`config.mk`:
```
export PLATFORM = sky130hd
export DESIGN_NAME = command_frame_receiver_top
export DESIGN_NICKNAME = d
export VERILOG_FILES = /design/src/rtl/cfr_pkg.sv /design/src/rtl/cfr_in_reg.sv /design/src/rtl/cfr_frame_track.sv /design/src/rtl/cfr_out_reg.sv /design/src/rtl/command_frame_receiver_top.sv
export SDC_FILE = /design/constraint.sdc
export NUM_CORES = 1
export LEC_CHECK = 0
export ABC_AREA = 1
export BUFFER_PORTS_ARGS = -buffer_cell sky130_fd_sc_hd__buf_2
export CORE_UTILIZATION = 44
export DETAILED_ROUTE_END_ITERATION = 8
export HOLD_SLACK_MARGIN = 0.15
export PLACE_DENSITY_LB_ADDON = 0.08
export SLEW_MARGIN = 20
export SYNTH_ARGS = -nofsm -noshare
export SYNTH_HDL_FRONTEND = slang
export SYNTH_SLANG_ARGS = --single-unit
```
`constraint.sdc`:
```
create_clock -name clk_i -period 6.5 [get_ports clk_i]
set_clock_uncertainty 0.2 [all_clocks]
set_input_delay 0.65 -clock clk_i [delete_from_list [all_inputs] [get_ports clk_i]]
set_output_delay 0.65 -clock clk_i [all_outputs]
set_load 0.1 [all_outputs]
```
`src/rtl/cfr_pkg.sv`:
```
// Package for the command frame receiver: frame byte codes, status and
// decode codes, the result record and the byte decode functions.
// No dependencies.
`timescale 1ns / 1ps
`default_nettype none

package cfr_pkg;

  localparam int unsigned DEFAULT_MAX_FRAME_BYTES = 255;

  localparam logic [7:0] START_BYTE = 8'h4B;  // 'K'
  localparam logic [7:0] END_BYTE   = 8'h53;  // 'S'
  localparam logic [7:0] SUM_GOOD   = 8'hFF;

  localparam logic [7:0] DIR_DIGIT_LO   = 8'h30;  // '0'
  localparam logic [7:0] DIR_DIGIT_HI   = 8'h34;  // '4'
  localparam logic [7:0] SPEED_DIGIT_LO = 8'h31;  // '1'
  localparam logic [7:0] SPEED_DIGIT_HI = 8'h33;  // '3'

  localparam logic [1:0] STATUS_OK       = 2'd0;
  localparam logic [1:0] STATUS_BAD_SUM  = 2'd1;
  localparam logic [1:0] STATUS_TOO_LONG = 2'd2;

  localparam logic [2:0] DIR_UNCHANGED = 3'd5;
  localparam logic [1:0] SPEED_KEEP    = 2'd0;

  typedef struct packed {
    logic [1:0] frame_status;
    logic [2:0] direction_code;
    logic [1:0] speed_level;
    logic [7:0] servo_byte;
  } cfr_result_t;

  function automatic logic [2:0] decode_direction(input logic [7:0] b);
    logic [7:0] diff;
    diff = b - DIR_DIGIT_LO;
    if (b >= DIR_DIGIT_LO && b <= DIR_DIGIT_HI) begin
      return diff[2:0];
    end
    return DIR_UNCHANGED;
  endfunction

  function automatic logic [1:0] decode_speed(input logic [7:0] b);
    logic [7:0] diff;
    diff = b - DIR_DIGIT_LO;
    if (b >= SPEED_DIGIT_LO && b <= SPEED_DIGIT_HI) begin
      return diff[1:0];
    end
    return SPEED_KEEP;
  endfunction

  // 8-bit sum with the carry folded back in (one's complement add).
  function automatic logic [7:0] add_eac(input logic [7:0] a, input logic [7:0] b);
    logic [8:0] s;
    s = {1'b0, a} + {1'b0, b};
    return s[7:0] + {7'd0, s[8]};
  endfunction

endpackage

`default_nettype wire

```
`src/rtl/cfr_in_reg.sv`:
```
// Input register of the command frame receiver: holds one received byte
// until the frame tracker consumes it. Depends on nothing.
`timescale 1ns / 1ps
`default_nettype none

module cfr_in_reg (
  input  wire logic       clk_i,
  input  wire logic       rst_ni,
  input  wire logic       in_valid_i,
  output logic            in_ready_o,
  input  wire logic [7:0] in_byte_i,
  input  wire logic       advance_i,
  output logic            byte_valid_o,
  output logic [7:0]      byte_o
);

  logic       valid_q, valid_d;
  logic [7:0] byte_q;

  // The stage frees up in the same cycle the tracker consumes its byte.
  assign in_ready_o = !valid_q || advance_i;

  always_comb begin
    valid_d = valid_q;
    if (in_valid_i && in_ready_o) begin
      valid_d = 1'b1;
    end else if (advance_i) begin
      valid_d = 1'b0;
    end
  end

  always_ff @(posedge clk_i or negedge rst_ni) begin
    if (!rst_ni) begin
      valid_q <= 1'b0;
    end else begin
      valid_q <= valid_d;
    end
  end

  always_ff @(posedge clk_i) begin
    if (in_valid_i && in_ready_o) begin
      byte_q <= in_byte_i;
    end
  end

  assign byte_valid_o = valid_q;
  assign byte_o       = byte_q;

endmodule

`default_nettype wire

```
`src/rtl/cfr_frame_track.sv`:
```
// Frame tracker: holds the frame state (open flag, count, running sum,
// captured bytes, overflow) and forms the result when 'S' closes a frame.
// Depends on cfr_pkg.
`timescale 1ns / 1ps
`default_nettype none

module cfr_frame_track #(
  parameter int unsigned MaxFrameBytes = cfr_pkg::DEFAULT_MAX_FRAME_BYTES
) (
  input  wire logic                clk_i,
  input  wire logic                rst_ni,
  input  wire logic                step_i,
  input  wire logic [7:0]          byte_i,
  output logic                     res_valid_o,
  output cfr_pkg::cfr_result_t     res_o
);

  import cfr_pkg::*;

  localparam logic [7:0] MaxCount = 8'(MaxFrameBytes);

  logic       in_frame_q, in_frame_d;
  logic [7:0] count_q, count_d;
  logic [7:0] sum_q, sum_d;
  logic       ovf_q, ovf_d;
  logic [7:0] cap_q [3];
  logic [7:0] cap_d [3];
  logic       active;
  logic       close;

  always_comb begin
    active = in_frame_q || (byte_i == START_BYTE);
    close  = step_i && active && (byte_i == END_BYTE);

    in_frame_d = in_frame_q;
    count_d    = count_q;
    sum_d      = sum_q;
    ovf_d      = ovf_q;
    for (int i = 0; i < 3; i++) begin
      cap_d[i] = cap_q[i];
    end

    if (step_i && active) begin
      in_frame_d = 1'b1;
      if (count_q >= MaxCount) begin
        ovf_d = 1'b1;
      end else begin
        for (int i = 0; i < 3; i++) begin
          if (count_q == 8'(i + 1)) begin
            cap_d[i] = byte_i;
          end
        end
        count_d = count_q + 8'd1;
      end
      sum_d = add_eac(sum_q, byte_i);
    end

    // The result is taken from the updated state, so an 'S' that lands
    // at a captured position is seen in the decode.
    res_valid_o = close;
    if (ovf_d) begin
      res_o.frame_status = STATUS_TOO_LONG;
    end else if (sum_d != SUM_GOOD) begin
      res_o.frame_status = STATUS_BAD_SUM;
    end else begin
      res_o.frame_status = STATUS_OK;
    end
    if (res_o.frame_status == STATUS_OK) begin
      res_o.direction_code = decode_direction(cap_d[0]);
      res_o.speed_level    = decode_speed(cap_d[1]);
      res_o.servo_byte     = cap_d[2];
    end else begin
      res_o.direction_code = DIR_UNCHANGED;
      res_o.speed_level    = SPEED_KEEP;
      res_o.servo_byte     = 8'd0;
    end
  end

  always_ff @(posedge clk_i or negedge rst_ni) begin
    if (!rst_ni) begin
      in_frame_q <= 1'b0;
      count_q    <= 8'd0;
      sum_q      <= 8'd0;
      ovf_q      <= 1'b0;
      for (int i = 0; i < 3; i++) begin
        cap_q[i] <= 8'd0;
      end
    end else if (close) begin
      in_frame_q <= 1'b0;
      count_q    <= 8'd0;
      sum_q      <= 8'd0;
      ovf_q      <= 1'b0;
      for (int i = 0; i < 3; i++) begin
        cap_q[i] <= 8'd0;
      end
    end else begin
      in_frame_q <= in_frame_d;
      count_q    <= count_d;
      sum_q      <= sum_d;
      ovf_q      <= ovf_d;
      for (int i = 0; i < 3; i++) begin
        cap_q[i] <= cap_d[i];
      end
    end
  end

endmodule

`default_nettype wire

```
`src/rtl/cfr_out_reg.sv`:
```
// Result register of the command frame receiver: holds one finished
// result until the consumer takes it. Depends on cfr_pkg.
`timescale 1ns / 1ps
`default_nettype none

module cfr_out_reg (
  input  wire logic                 clk_i,
  input  wire logic                 rst_ni,
  input  wire logic                 load_i,
  input  wire cfr_pkg::cfr_result_t res_i,
  output logic                      advance_o,
  output logic                      out_valid_o,
  input  wire logic                 out_ready_i,
  output cfr_pkg::cfr_result_t      res_o
);

  import cfr_pkg::*;

  logic        valid_q, valid_d;
  cfr_result_t res_q;

  // The upstream stage may move whenever this register is empty or drains.
  assign advance_o = !valid_q || out_ready_i;

  always_comb begin
    valid_d = valid_q;
    if (advance_o) begin
      valid_d = load_i;
    end
  end

  always_ff @(posedge clk_i or negedge rst_ni) begin
    if (!rst_ni) begin
      valid_q <= 1'b0;
    end else begin
      valid_q <= valid_d;
    end
  end

  always_ff @(posedge clk_i) begin
    if (advance_o && load_i) begin
      res_q <= res_i;
    end
  end

  assign out_valid_o = valid_q;
  assign res_o       = res_q;

endmodule

`default_nettype wire

```
`src/rtl/command_frame_receiver_top.sv`:
```
// Top level of the command frame receiver.
// Depends on cfr_pkg, cfr_in_reg, cfr_frame_track and cfr_out_reg.
//
// Usage:
//   Bytes enter on the rx channel (rx_byte_i with rx_valid_i/rx_ready_o),
//   one transfer per byte. Outside a frame every byte but 'K' is dropped.
//   'K' opens a frame, 'S' closes it, and each closed frame yields one
//   transfer on the result channel (res_valid_o/res_ready_i) carrying
//   frame_status_o, direction_code_o, speed_level_o and servo_byte_o.
//   Bytes that do not close a frame produce no result.
//
//   The closing byte enters the input register at its transfer, and its
//   result enters the result register when that register can load.
//   Throughput: one byte per cycle unless a waiting result stalls; the
//   per-byte work is a single end-around-carry add and a few compares.
//
//   Reset: all frame state clears, both registers empty, no frame open.
//   Stall: while a result waits for res_ready_i the input register still
//   accepts one byte; further bytes are held off with rx_ready_o low until
//   the result is taken.
`timescale 1ns / 1ps
`default_nettype none

module command_frame_receiver_top #(
  parameter int unsigned MaxFrameBytes = cfr_pkg::DEFAULT_MAX_FRAME_BYTES
) (
  input  wire logic       clk_i,
  input  wire logic       rst_ni,
  input  wire logic       rx_valid_i,
  output logic            rx_ready_o,
  input  wire logic [7:0] rx_byte_i,
  output logic            res_valid_o,
  input  wire logic       res_ready_i,
  output logic [1:0]      frame_status_o,
  output logic [2:0]      direction_code_o,
  output logic [1:0]      speed_level_o,
  output logic [7:0]      servo_byte_o
);

  import cfr_pkg::*;

  logic        advance;
  logic        byte_valid;
  logic [7:0]  byte_q;
  logic        res_valid;
  cfr_result_t res_next;
  cfr_result_t res_out;

  cfr_in_reg u_in_reg (
    .clk_i       (clk_i),
    .rst_ni      (rst_ni),
    .in_valid_i  (rx_valid_i),
    .in_ready_o  (rx_ready_o),
    .in_byte_i   (rx_byte_i),
    .advance_i   (advance),
    .byte_valid_o(byte_valid),
    .byte_o      (byte_q)
  );

  cfr_frame_track #(
    .MaxFrameBytes(MaxFrameBytes)
  ) u_frame_track (
    .clk_i      (clk_i),
    .rst_ni     (rst_ni),
    .step_i     (byte_valid && advance),
    .byte_i     (byte_q),
    .res_valid_o(res_valid),
    .res_o      (res_next)
  );

  cfr_out_reg u_out_reg (
    .clk_i      (clk_i),
    .rst_ni     (rst_ni),
    .load_i     (res_valid),
    .res_i      (res_next),
    .advance_o  (advance),
    .out_valid_o(res_valid_o),
    .out_ready_i(res_ready_i),
    .res_o      (res_out)
  );

  assign frame_status_o   = res_out.frame_status;
  assign direction_code_o = res_out.direction_code;
  assign speed_level_o    = res_out.speed_level;
  assign servo_byte_o     = res_out.servo_byte;

endmodule

`default_nettype wire
```
# == Word level (Yosys, flattened, before mapping) ==
# Cells that the tools add are included.
# totals
n_memories,0
latch_bits,0
input_bits,12
ramBits,0
ff_bits,67
wordCells,75
output_inout_bits,17
mem_bits_ro,0
# op_classes
n_lt_le_gt_ge,5
multipliers,0
div,0
eq_ne,7
shifts,0
n_addsub,5
reduce_logical,18
mux,26
bitwise_logic,0
# op_table
cell,count
$mux W24,3
$mux W8,8
$eq A8 B2 Y1 const B,2
$eq A8 B7 Y1 const B,2
$ge A8 B6 Y1 const B,2
$le A8 B6 Y1 const B,2
$mux W1,12
$add A8 B8 Y9,1
$add A8 B1 Y8,1
$add A8 B1 Y8 const B,1
$eq A8 B1 Y1 const B,1
$ge A8 B8 Y1 const B,1
$ne A8 B8 Y1 const B,1
$logic_and A1 B1 Y1,7
$reduce_and A2 Y1,3
$mux W2,2
$reduce_bool A2 Y1,2
$logic_or A1 B1 Y1,3
$mux W3,1
$sub A3 B1 Y3 const B,1
$logic_not A1 Y1,2
$logic_not A2 Y1,1
$ne A2 B1 Y1 const B,1
$sub A2 B1 Y2 const B,1

# == Depth between registers and ports, before layout ==
# logic_depth
depth_word,11
ltp_mapped,22
depth_no_buf,22

# == Hierarchy ==
# Synthesis repeated with hierarchy kept, for this count alone.
# hier_totals
cells_unflattened,503
hier_area_um2,3901.2
# modules_own_cells
mod,area_each_um2,n_inst,seq_area_each_um2,cells_each
cfr_frame_track,3113.0,1,1051.0,466
cfr_out_reg,495.5,1,475.5,21
cfr_in_reg,285.3,1,265.3,14
command_frame_receiver_top,7.5,1,0.0,2

# == Worst setup path before layout ==
# No wires, ideal clock.
# synth_path
path_type,register to register
start,"register u_in_reg.byte_q[0], in the netlist u_in_reg.byte_o[0]"
end,"register u_out_reg.res_q (netlist bit u_out_reg.res_o[10]), data pin"
path_stages_with_launch,19
synth_period_minus_slack_ps,3223
required_ps,6031
slack_ps,3277
arrival_ps,2754
path_cell_list,edfxtp_1 -> ha_1 -> fa_1 -> nand2_1 -> nand3_1 -> a21oi_1 -> o21bai_1 -> ha_1 -> ha_1 -> nand3_1 -> inv_1 -> nand3_1 -> nor2_1 -> o21ai_0 -> nand2_1 -> nor2_2 -> nand3_2 -> nor2_4 -> nand4_1
# synth_via
elab_chain_len,9
elab_cells_between_ends,22
classes_between,add/sub (3); order compare (2); eq/ne (2); mux (10); reduce/logical (5)
# synth_lines
item,line,source
from (decl),cfr_in_reg.sv:18,logic [7:0] byte_q;
from (signal assigned),cfr_in_reg.sv:42,byte_q <= in_byte_i;
branches (longest 9 deep; another with $add A8 B8 Y9),-,
to (signal assigned),cfr_out_reg.sv:42,res_q <= res_i;
to (decl),cfr_out_reg.sv:20,cfr_result_t res_q;
# Parallel ways; which one is timed is not known. The select of a mux whose other input is x is not followed.
# A chain may end at the register's enable or synchronous reset.

# == Final worst setup path ==
# layout_path
start,"register u_in_reg.byte_q[3], in the netlist u_in_reg.byte_o[3]"
end,"register u_out_reg.res_q (netlist bit u_out_reg.res_o[10]), data pin"
# The elaborated chain is that of the path after synthesis.

==> results.yml <==
worst_setup_path:
  cp.buffers_inverters: 1
  crit_slowest_cell: "edfxtp_1"
  cp.arrival_ns: 3.54
  worstSetupPathType: "reg2reg"
  cpMostUsedCell: "nand2_1"
  r2r-end: "u_out_reg.res_o[10]"
  worst-r2r-setup-slack_ns: 2.84
  slowest_delay_ns: 0.52
  cp.required_ns: 6.38
  crit_chain: "ha_1, nand2_1, nand2_1, nand2_1, nand3_1, a21oi_1, o21bai_1, ha_1, ha_1, nand3_1, inv_1, nand3_1, nor2_1, nand3_1, nand2_1, nand2_1, nand2_1, nand3_2, nor2_4, nand4_1"
  reg2reg_from: "u_in_reg.byte_o[3]"
  cp_top_family: "simple AND/OR/NAND/NOR gates"
  r2r_cells: 20
  end_kind: "flop"
  path_max_fanout: 7
  cp-start-kind: "flop"
sta:
  slew_viol_final: 0
  relSlewSlack_pct: 54.5
  post-route-period-util_pct: 56.3
  min_period_ns: 3.66
  tns_ns: 0
  timing.hold.ws_ns: 0.181
  hold_violations: 0
  fmax_ghz: 0.273
  final-setup-viol-count: 0
  tightest_slew_ns: 0.681
  rsz0062_at_grt: "no"
detailed_routing:
  drtIter0Drc: 155
  vias: 3085
  viasPerCell: 5.04
  drtPass1Iterations: 4
  final_antenna_net_count: 0
  remaining_drc_errors: 0
  routed_wl_um: 8460
  wl_per_cell_um: 13.8
clocking:
  postCtsSetupRepairBufs: 0
  insertion_delay_ns: 0.34
  cts_root_buffer: "clkbuf_8"
  htreeDepth: 3
  ctsResizeCount: 0
  cts_tree: "yes"
  cts_buffer_depth: 2
  clk_pin_slew_ns: 0.07
  clkSinkCount: 67
  cts_made_buffers: 9
  cts_hold_buf: 0
yosys:
  synth_fp_nets: 495
  seq_area_frac_synth_pct: 47.8
  syn-cell-area_um2: 3750
  synth-seq-cells: 67
  syn_area_per_cell_um2: 7.99
  yosysUniqueCellTypes: 34
  netlist_instances: 469
  yosys_warnings: 0
cells_and_area:
  final_nets: 528
  area_delta_synth_final_pct: 10.7
  drive_gt1_share_pct: 14.8
  finalCoreUtilization_pct: 50.5
  instances_no_fill: 612
  n_antenna_cell: 0
power:
  p_leak_uw: 0.00213
  ir_worst_vdd_v: 0.000127
  power-per-cell-area_nw_per_um2: 340
grt:
  grt_usage_pct: 21.2
  grt_overflow: 0
  grt_max_degree: 48
  first_global_vias: 2929
  antenna_found_initial: 0
  grt_pass1_wl_um: 14200
die:
  start_util_pct: 45.6
  dieArea_um2: 8890
  io_pins: 29
  fp.dieH_um: 94.3
  die_x_um: 94.3
  fp.coreArea_um2: 8220
  rows: 33
run_status:
  status: "finished, final reports clean"
placement:
  portBuffers: 28
  globalplace.congestion: 0.890
  place_inst: 596
  post-dp-hpwl_um: 6020
run:
  maxCapViolations: 0
min_path:
  min_path_type: "in2async"
==> per-stage QoR <==
step / setup WS, ns / instance area [um2] / power [uW]
after global routing: 2.43 / 4150 / 1540
final: 2.84 / 4150 / 1410
after floorplan: 3.28 / 3750 / 988
after detailed placement: 2.89 / 3990 / 1110
after global placement: 2.96 / 3990 / 1100
after CTS: 2.89 / 4150 / 1410
==> worst reg2reg max path, delay by kind of cell, from the launching register on <==
family | cells | cell delay [ns]
fa+ha+maj | 3 | 0.88
simple gates | 14 | 1.49
buf+inv | 1 | 0.08
flops | 1 | 0.52
compound gates | 2 | 0.24
==> placed cells by master (no fill, tap or decap), types with 4 or more instances in the layout <==
cell type / synthesis / routed
nand4_1: 8 / 8
nor2_2: 8 / 8
nor2_4: 4 / 4
dfrtp_1: 44 / 44
edfxtp_1: 23 / 23
inv_1: 53 / 53
nor2_1: 66 / 66
ha_1: 13 / 13
inv_2: 4 / 4
o21ai_0: 15 / 15
buf_2: 3 / 28
nand3_1: 35 / 35
nand2_2: 5 / 5
nand2_1: 130 / 130
clkbuf_8: 0 / 9
nor3_1: 6 / 6
o21ai_1: 4 / 4
a21oi_1: 24 / 24
==> layout make-up <==
| cell class | instances | area [um2] |
|---|---|---|
| clock buffer | 11 | 131 |
| clock inverter | 5 | 31.3 |
| fill | 802 | 4070 |
| inverter | 57 | 214 |
| multi-input combinational | 336 | 1690 |
| sequential | 67 | 1790 |
| tap | 105 | 131 |
| timing repair buffer | 31 | 163 |
==> per-layer routing <==
layer | track usage (%) | part of all wire (%) | vias up | routed length, um
met5 | 0 | 0 | - | 0
met4 | 7.31 | 1.3 | 0 | 113
met3 | 3.64 | 3.1 | 10 | 264
met2 | 33.0 | 45 | 56 | 3790
met1 | 29.6 | 51 | 1441 | 4290
li1 | - | - | 1578 | -
==> cell usage after synthesis <==
cell type	number	share of area, %
edfxtp_1	23	18
a21boi_2	1	0.30
o21bai_1	1	0.20
o21a_1	2	0.40
a21oi_2	1	0.23
a21boi_4	2	1.0
o21ai_0	15	2.0
inv_2	4	0.40
nand3_1	35	4.7
inv_1	53	5.3
nand2_4	2	0.60
mux2i_1	2	0.53
nor2_4	4	1.2
buf_2	3	0.40
nor2_2	8	1.3
buf_6	2	0.60
dfrtp_1	44	29
ha_1	13	4.3
nand3_2	2	0.53
nor2_1	66	6.6
buf_1	2	0.20
a21oi_1	24	3.2
a21boi_0	1	0.20
fa_1	1	0.53
o31ai_1	1	0.20
nand2_1	130	13
buf_4	1	0.20
nor3_1	6	0.80
nand4_1	8	1.3
nand3b_1	1	0.20
o21ai_1	4	0.53
clkbuf_1	1	0.10
or2_2	1	0.17
nand2_2	5	0.83
==> cells by family after synthesis <==
kind of cell	Yosys count	synth area share, %
buf+inv	66	7.21
mux	2	0.534
simple gates	268	31.3
fa+ha+maj	14	4.87
compound gates	52	8.28
flops	67	47.8
==> worst max-delay path by stage <==
stage	to	cells past startpoint	startpoint	slack (ns)
global route	u_out_reg.res_o[8]	20	u_in_reg.byte_o[3]	2.43
detailed placement	u_out_reg.res_o[10]	20	u_in_reg.byte_o[3]	2.89
floorplan	u_out_reg.res_o[10]	18	u_in_reg.byte_o[0]	3.28
finish	u_out_reg.res_o[10]	20	u_in_reg.byte_o[3]	2.84
CTS	u_out_reg.res_o[10]	20	u_in_reg.byte_o[3]	2.89
global placement	u_out_reg.res_o[8]	20	u_in_reg.byte_o[3]	2.96
==> sequential cells by signal (all words and copies together) (netlist names) <==
name                      count
u_frame_track.cap_q          24
u_frame_track.count_q         8
u_frame_track.in_frame_q      1
u_frame_track.ovf_q           1
u_frame_track.sum_q           8
u_in_reg.byte_o               8
u_in_reg.byte_valid_o         1
u_out_reg.out_valid_o         1
u_out_reg.res_o              15
==> report_power, final <==
group | switching (uW) | internal [uW] | total [uW]
combinational | 359 | 197 | 556
clock | 161 | 137 | 298
sequential | 57.6 | 498 | 555
total | 577 | 832 | 1410
Power figures use the tool's default switching activity.
